`src/mm4_pkg.sv`:
```
// ----------------------------------------------------------------------------
// mm4_pkg
// Shared types and constants of the 4x4 fixed-point matrix multiplier.
// ----------------------------------------------------------------------------
package mm4_pkg;

  localparam int unsigned Dim      = 4;
  localparam int unsigned ElemW    = 32;
  localparam int unsigned FracBits = 16;
  localparam int unsigned NumElem  = Dim * Dim;
  localparam int unsigned IdxW     = $clog2(NumElem);
  localparam int unsigned KW       = $clog2(Dim);
  localparam int unsigned StepW    = IdxW + KW;
  localparam int unsigned ProdW    = 2 * ElemW;
  localparam int unsigned AccW     = ProdW + KW;
  localparam int unsigned QDepth   = 2;
  localparam int unsigned QPtrW    = $clog2(QDepth);
  localparam int unsigned QCntW    = $clog2(QDepth + 1);

  typedef struct packed {
    logic signed [ElemW-1:0] left_element;
    logic signed [ElemW-1:0] right_element;
  } in_item_t;

  typedef struct packed {
    logic signed [ElemW-1:0] product_element;
    logic [IdxW-1:0]         element_index;
    logic                    is_last;
  } out_item_t;

  typedef struct packed {
    in_item_t        data;
    logic [IdxW-1:0] idx;
    logic            last;
  } q_item_t;

endpackage

```
`src/mm4_fifo.sv`:
```
// ----------------------------------------------------------------------------
// mm4_fifo
// Short queue between the loading front end and the compute back end.
// ----------------------------------------------------------------------------
module mm4_fifo (
  input  logic             clk_i,
  input  logic             rst_ni,
  input  logic             push_i,
  input  mm4_pkg::q_item_t push_item_i,
  output logic             full_o,
  output logic             pop_valid_o,
  input  logic             pop_i,
  output mm4_pkg::q_item_t pop_item_o
);
  import mm4_pkg::*;

  q_item_t           mem_q [QDepth];
  logic [QPtrW-1:0]  wr_ptr_q, wr_ptr_d;
  logic [QPtrW-1:0]  rd_ptr_q, rd_ptr_d;
  logic [QCntW-1:0]  cnt_q, cnt_d;
  logic              do_push, do_pop;

  assign full_o      = (cnt_q == QCntW'(QDepth));
  assign pop_valid_o = (cnt_q != '0);
  assign pop_item_o  = mem_q[rd_ptr_q];
  assign do_push     = push_i && !full_o;
  assign do_pop      = pop_i && pop_valid_o;

  always_comb begin
    wr_ptr_d = do_push ? wr_ptr_q + 1'b1 : wr_ptr_q;
    rd_ptr_d = do_pop ? rd_ptr_q + 1'b1 : rd_ptr_q;
    cnt_d    = cnt_q + QCntW'(do_push) - QCntW'(do_pop);
  end

  always_ff @(posedge clk_i) begin
    if (do_push) begin
      mem_q[wr_ptr_q] <= push_item_i;
    end
  end

  always_ff @(posedge clk_i or negedge rst_ni) begin
    if (!rst_ni) begin
      wr_ptr_q <= '0;
      rd_ptr_q <= '0;
      cnt_q    <= '0;
    end else begin
      wr_ptr_q <= wr_ptr_d;
      rd_ptr_q <= rd_ptr_d;
      cnt_q    <= cnt_d;
    end
  end

endmodule

```
`src/mm4_front.sv`:
```
// ----------------------------------------------------------------------------
// mm4_front
// Accepts input items and tags each with its matrix position.
// ----------------------------------------------------------------------------
module mm4_front (
  input  logic              clk_i,
  input  logic              rst_ni,
  input  logic              in_valid_i,
  output logic              in_stall_o,
  input  mm4_pkg::in_item_t in_item_i,
  output logic              push_o,
  output mm4_pkg::q_item_t  push_item_o,
  input  logic              full_i
);
  import mm4_pkg::*;

  logic [IdxW-1:0] count_q, count_d;

  assign in_stall_o         = full_i;
  assign push_o             = in_valid_i && !full_i;
  assign push_item_o.data   = in_item_i;
  assign push_item_o.idx    = count_q;
  assign push_item_o.last   = (count_q == IdxW'(NumElem - 1));
  assign count_d            = push_o ? count_q + 1'b1 : count_q;

  always_ff @(posedge clk_i or negedge rst_ni) begin
    if (!rst_ni) begin
      count_q <= '0;
    end else begin
      count_q <= count_d;
    end
  end

endmodule

```
`src/mm4_back.sv`:
```
// ----------------------------------------------------------------------------
// mm4_back
// Stores both matrices and runs the shared multiply-accumulate pipeline.
// ----------------------------------------------------------------------------
module mm4_back (
  input  logic               clk_i,
  input  logic               rst_ni,
  input  logic               pop_valid_i,
  input  mm4_pkg::q_item_t   pop_item_i,
  output logic               pop_o,
  output logic               out_valid_o,
  input  logic               out_stall_i,
  output mm4_pkg::out_item_t out_item_o
);
  import mm4_pkg::*;

  typedef enum logic [1:0] {
    ST_LOAD = 2'b01,
    ST_CALC = 2'b10
  } state_e;

  state_e                  state_q, state_d;
  logic [StepW-1:0]        step_q, step_d;
  logic signed [ElemW-1:0] left_mem [NumElem];
  logic signed [ElemW-1:0] right_mem [NumElem];
  logic signed [ElemW-1:0] a_q, b_q;
  logic                    rd_vld_q;
  logic [StepW-1:0]        rd_step_q;
  logic signed [ProdW-1:0] prod_d, prod_q;
  logic                    pr_vld_q;
  logic [StepW-1:0]        pr_step_q;
  logic signed [AccW-1:0]  acc_q, sum_d, shifted;
  logic [AccW-ElemW:0]     upper;
  logic signed [ElemW-1:0] sat_d;
  logic                    en, issue, finish;
  logic [KW-1:0]           pr_k;
  logic                    out_valid_q, out_valid_d;
  out_item_t               out_q;

  assign en     = !(out_valid_q && out_stall_i);
  assign pop_o  = (state_q == ST_LOAD) && pop_valid_i;
  assign issue  = (state_q == ST_CALC) && en;
  assign pr_k   = pr_step_q[KW-1:0];
  assign finish = en && pr_vld_q && (pr_k == KW'(Dim - 1));

  always_comb begin
    state_d = state_q;
    step_d  = step_q;
    unique case (state_q)
      ST_LOAD: begin
        if (pop_o && pop_item_i.last) begin
          state_d = ST_CALC;
          step_d  = '0;
        end
      end
      ST_CALC: begin
        if (issue) begin
          step_d = step_q + 1'b1;
          if (step_q == StepW'(NumElem * Dim - 1)) begin
            state_d = ST_LOAD;
          end
        end
      end
      default: begin
        state_d = ST_LOAD;
      end
    endcase
  end

  always_ff @(posedge clk_i) begin
    if (pop_o) begin
      left_mem[pop_item_i.idx]  <= pop_item_i.data.left_element;
      right_mem[pop_item_i.idx] <= pop_item_i.data.right_element;
    end
  end

  always_ff @(posedge clk_i) begin
    if (en) begin
      a_q       <= left_mem[{step_q[KW-1:0], step_q[2*KW-1:KW]}];
      b_q       <= right_mem[{step_q[StepW-1:2*KW], step_q[KW-1:0]}];
      rd_step_q <= step_q;
      prod_q    <= prod_d;
      pr_step_q <= rd_step_q;
    end
    if (en && pr_vld_q) begin
      acc_q <= sum_d;
    end
  end

  assign prod_d  = a_q * b_q;
  assign sum_d   = ((pr_k == '0) ? AccW'(0) : acc_q) + AccW'(prod_q);
  assign shifted = sum_d >>> FracBits;
  assign upper   = shifted[AccW-1:ElemW-1];

  always_comb begin
    if ((&upper) || !(|upper)) begin
      sat_d = shifted[ElemW-1:0];
    end else if (shifted[AccW-1]) begin
      sat_d = {1'b1, {(ElemW-1){1'b0}}};
    end else begin
      sat_d = {1'b0, {(ElemW-1){1'b1}}};
    end
  end

  always_comb begin
    out_valid_d = out_valid_q && out_stall_i;
    if (finish) begin
      out_valid_d = 1'b1;
    end
  end

  always_ff @(posedge clk_i) begin
    if (finish) begin
      out_q.product_element <= sat_d;
      out_q.element_index   <= pr_step_q[StepW-1:KW];
      out_q.is_last         <= (pr_step_q[StepW-1:KW] == IdxW'(NumElem - 1));
    end
  end

  always_ff @(posedge clk_i or negedge rst_ni) begin
    if (!rst_ni) begin
      state_q     <= ST_LOAD;
      step_q      <= '0;
      rd_vld_q    <= 1'b0;
      pr_vld_q    <= 1'b0;
      out_valid_q <= 1'b0;
    end else begin
      state_q     <= state_d;
      step_q      <= step_d;
      out_valid_q <= out_valid_d;
      if (en) begin
        rd_vld_q <= issue;
        pr_vld_q <= rd_vld_q;
      end
    end
  end

  assign out_valid_o = out_valid_q;
  assign out_item_o  = out_q;

endmodule

```
`src/matrix4x4_multiply.sv`:
```
// ----------------------------------------------------------------------------
// matrix4x4_multiply
// Product of two column-major 4x4 matrices in signed Q16.16, saturated.
// ----------------------------------------------------------------------------
// Each input item carries one left and one right element in column-major
// order. Items pass through a two-entry queue into the matrix stores. The
// stores are written only while no product is being formed, so during a
// product the input side takes at most two items before it stalls. After the
// sixteenth item leaves the queue, one shared 32x32 multiplier with a wide
// accumulator forms the product, four multiply-accumulates per element. The
// 16 result items leave in element order; each is formed from the operand
// registers, the product register and the accumulator and is held in the
// output register. A stalled output freezes the multiply pipeline until the
// waiting result item is taken.
module matrix4x4_multiply (
  input  logic               clk_i,
  input  logic               rst_ni,
  input  logic               in_valid_i,
  output logic               in_stall_o,
  input  mm4_pkg::in_item_t  in_item_i,
  output logic               out_valid_o,
  input  logic               out_stall_i,
  output mm4_pkg::out_item_t out_item_o
);
  import mm4_pkg::*;

  logic    push, full, pop_valid, pop;
  q_item_t push_item, pop_item;

  mm4_front u_front (
    .clk_i       (clk_i),
    .rst_ni      (rst_ni),
    .in_valid_i  (in_valid_i),
    .in_stall_o  (in_stall_o),
    .in_item_i   (in_item_i),
    .push_o      (push),
    .push_item_o (push_item),
    .full_i      (full)
  );

  mm4_fifo u_fifo (
    .clk_i       (clk_i),
    .rst_ni      (rst_ni),
    .push_i      (push),
    .push_item_i (push_item),
    .full_o      (full),
    .pop_valid_o (pop_valid),
    .pop_i       (pop),
    .pop_item_o  (pop_item)
  );

  mm4_back u_back (
    .clk_i       (clk_i),
    .rst_ni      (rst_ni),
    .pop_valid_i (pop_valid),
    .pop_item_i  (pop_item),
    .pop_o       (pop),
    .out_valid_o (out_valid_o),
    .out_stall_i (out_stall_i),
    .out_item_o  (out_item_o)
  );

endmodule
```
`config.mk`:
```
export PLATFORM = sky130hd
export DESIGN_NAME = matrix4x4_multiply
export DESIGN_NICKNAME = d
export VERILOG_FILES = /design/src/mm4_pkg.sv /design/src/mm4_fifo.sv /design/src/mm4_front.sv /design/src/mm4_back.sv /design/src/matrix4x4_multiply.sv
export SDC_FILE = /design/constraint.sdc
export NUM_CORES = 2
export LEC_CHECK = 0
export BUFFER_PORTS_ARGS = -buffer_cell sky130_fd_sc_hd__buf_4
export CAP_MARGIN = 25
export CORE_ASPECT_RATIO = 1.25
export CORE_MARGIN = 3
export CORE_UTILIZATION = 65
export CTS_CLUSTER_SIZE = 12
export DETAILED_ROUTE_END_ITERATION = 7
export MAX_ROUTING_LAYER = met4
export PLACE_DENSITY = 0.85
export SYNTH_ARGS = -nofsm -noshare
export SYNTH_HDL_FRONTEND = slang
export SYNTH_SLANG_ARGS = --single-unit
```
`constraint.sdc`:
```
create_clock -name clk_i -period 15.3 [get_ports clk_i]
set_input_delay 1.53 -clock clk_i [delete_from_list [all_inputs] [get_ports clk_i]]
set_output_delay 1.53 -clock clk_i [all_outputs]
set_load 0.05 [all_outputs]
```
==> run_results.csv <==
group,metric,value,unit
status,status,"finished clean",
placement,port_buffers,106,
critical_path,cp.required,15.83,ns
logic_synthesis,synth_commonest_cells,"edfxtp_1 (1405), fa_1 (1083), inv_1 (1004)",
logic_synthesis,synth_ff_type,"edfxtp_1",
clock_network,holdBufCountCts,0,
critical_path,end_kind,"flop",
placement,gp_congestion,0.953,
routing,drt-wirelength-per-cell,29.7,µm
placement,dp_hpwl,157,mm
floorplanning,fp.dieH,429,µm
clock_network,clk_pin_slew,0.06,ns
clock_network,clockBufferDepth,3,
clock_network,cts_resized,0,
global_route,grt_max_degree,93,
global_route,antenna_found_initial,5,
critical_path,critPathLaunch,"u_back.b_q[13]$_DFFE_PN_",
logic_synthesis,async_flop_share,1.33,%
clock_network,cts.sinks,1424,
logic_synthesis,synth_area_leaders,"edfxtp_1 (45%), fa_1 (23%), mux4_2 (7.7%), inv_1 (4.0%), and2_1 (3.6%)",
routing,wirelength_met1,85.1,mm
routing,remaining_drc_errors,0,
routing,drt-initial-drc-count,7049,
logic_synthesis,avgSynthCellArea,13.9,µm²
floorplanning,rows,154,
sta,finalHoldViolCount,0,
routing,vias,57400,
logic_synthesis,ys_ff_latch,1424,
floorplanning,fp.dieW,344,µm
critical_path,rrSetupSlack,5.66,ns
clock_network,postCtsSetupBuffers,0,
clock_network,cts-root-buf,"clkbuf_16",
cells_and_area,multiInputGateArea,45500,µm²
sta,post-route-min-period,9.64,ns
sta,relSlewSlack,20.5,%
sta,worstMarginPinSlew,1.19,ns
routing,topRoutingLayerUsed,"met4",
global_route,grt_pass1_vias,62400,
sta,fin_crit_sh,63.0,%
clock_network,cts_max_level,4,
critical_path,reg2reg_from,"u_back.b_q[13]$_DFFE_PN_",
routing,wl_met3,27.3,mm
sta,fin_skew,0.0522,ns
logic_synthesis,syn_nets,8098,
routing,drt_wl_total,258,mm
clock_network,numCtsBuffers,143,
logic_synthesis,yosysMostFrequentCell,"edfxtp_1",
placement,placed_area,96000,µm²
floorplanning,start_util,65.7,%
cells_and_area,nNetsFinal,8133,
floorplanning,io_pins,107,
global_route,grtUsageTotal,36.5,%
logic_synthesis,synth-edff-count,1405,
logic_synthesis,syn_area,93100,µm²
critical_path,path_max_fanout,32,
sta,finalWorstSetupSlack,5.66,ns
cells_and_area,final_area,100000,µm²
cells_and_area,area_growth,7.91,%
logic_synthesis,yosys_warnings,0,
logic_synthesis,yosysTopAreaCell,"edfxtp_1",
logic_synthesis,yosysUniqueCellTypes,85,
sta,setup_tns,0,ns
cells_and_area,drive_above_1_share,12.6,%
logic_synthesis,yosysSeqAreaShare,45.8,%
sta,max_freq,0.104,GHz
routing,dr_wl_met2,129,mm
sta,rsz0062_at_grt,"false",
critical_path,worstPathArrival,10.17,ns
routing,antenna_left,0,
floorplanning,coreArea,142000,µm²
worst_hold_path,holdCritStartpoint,"u_back.rd_step_q[3]$_DFFE_PN_",
clock_network,clk_latency,0.82,ns
routing,drt-vias-per-instance,6.62,
critical_path,crit_type,"reg -> reg",
sta,slew_violations,0,
global_route,overflow,0,
cells_and_area,nFillCells,8386,
logic_synthesis,postSynthCellCount,6694,
floorplanning,dieArea,148000,µm²
worst_hold_path,hp-class,"reg -> reg",
flow_run,maxCapViolations,0,
placement,place_ws,5.77,ns
clock_network,cts_tree,"done",
cells_and_area,ff_latch_area,42700,µm²
routing,drt-pass1-iter-count,6,
logic_synthesis,yosysTopAreaCellShare,45.3,%
global_route,grt_pass1_wl,385,mm
sta,finalSetupViolCount,0,
critical_path,cp-start-kind,"flop",
cells in the final DEF, fill, tap and decap left out, drive strengths merged, types with 87 or more instances in the layout:
cell and count:
a21oi 143, and2 530, buf 221, clkbuf 179
edfxtp 1405, fa 1083, ha 253, inv 1008
mux4 320, nand2 627, nor2 147, nor2b 103
xnor2 87
sequential cells by signal (all words and copies together) (netlist names), 2 cells and up:
name	flops
u_back.left_mem	512
u_back.right_mem	512
u_fifo.mem_q	138
u_back.acc_q	66
u_back.prod_q	64
u_back.out_item_o	37
u_back.a_q	32
u_back.b_q	32
u_back.pr_step_q	6
u_back.rd_step_q	6
u_back.step_q	6
u_front.count_q	4
u_back.state_q	2
u_fifo.cnt_q	2
cell type report:
class / count / area share (%)
multi-input cells: 3933 / 45.3
well taps: 1872 / 2.33
repair buffers: 222 / 1.90
clock inverters: 30 / 0.430
flip-flops and latches: 1424 / 42.5
diodes: 5 / 0.0125
clock buffers: 178 / 3.74
inverters: 1005 / 3.76
critical path, cell delays in order, from the launching register on:
cell,delay [ns]
edfxtp_1,1.14
and2_1,0.28
fa_1,0.43
inv_1,0.10
fa_1,0.48
fa_1,0.59
fa_1,0.44
fa_1,0.54
inv_1,0.05
fa_1,0.46
fa_1,0.51
fa_1,0.45
ha_1,0.43
a21o_1,0.20
a211o_1,0.14
a31oi_1,0.05
nor2_1,0.12
o21ai_0,0.09
a21oi_1,0.33
o21ai_0,0.40
o31ai_1,0.89
a21oi_1,0.27
o31ai_1,0.61
mux2i_1,0.25
nand4_1,0.10
metal layers:
metal | track usage (%) | vias to the layer above
met4 | 18.7 | 0
met2 | 58.6 | 4529
met3 | 6.95 | 1228
li1 | - | 22600
met1 | 44.5 | 29100
met5 | - | -
per-stage QoR:
step	utilization (%)	hold slack [ns]	cells
global placement	67.7	0.409	8439
finish	70.9	0.439	8669
CTS	70.7	0.438	8653
floorplan	-	0.400	6694
detailed placement	67.8	0.405	8445
global route	70.9	0.446	8667
worst paths after layout:
kind / depth (start not counted) / end
max in group asynchronous: 1 / u_back.state_q[0]$_DFFE_PN1P_
worst max-delay path: 24 / u_back.prod_q[63]$_DFFE_PN_
worst max register to register: 24 / u_back.prod_q[63]$_DFFE_PN_
worst min register to register: 0 / u_back.pr_step_q[3]$_DFFE_PN_
worst min-delay path: 0 / u_back.pr_step_q[3]$_DFFE_PN_
min in group asynchronous: 1 / u_back.step_q[0]$_DFFE_PN0P_
kinds of logic (layout without fill, tap and decap cells):
logic type,after synthesis,after routing,share of synthesized area [%]
buffers and inverters,1337,1435,5.42
AOI/OAI and AO/OA,483,483,3.56
DFF,1424,1424,45.8
other,0,5,0
xor gates and xnor gates,129,129,1.21
muxes,393,393,8.62
and+or+nand+nor,1592,1592,8.64
adders and majority gates,1336,1336,26.7
Power is left out: the tool's default activity adds up to more than one toggle a clock period on the data nets, which glitch-free logic cannot reach.
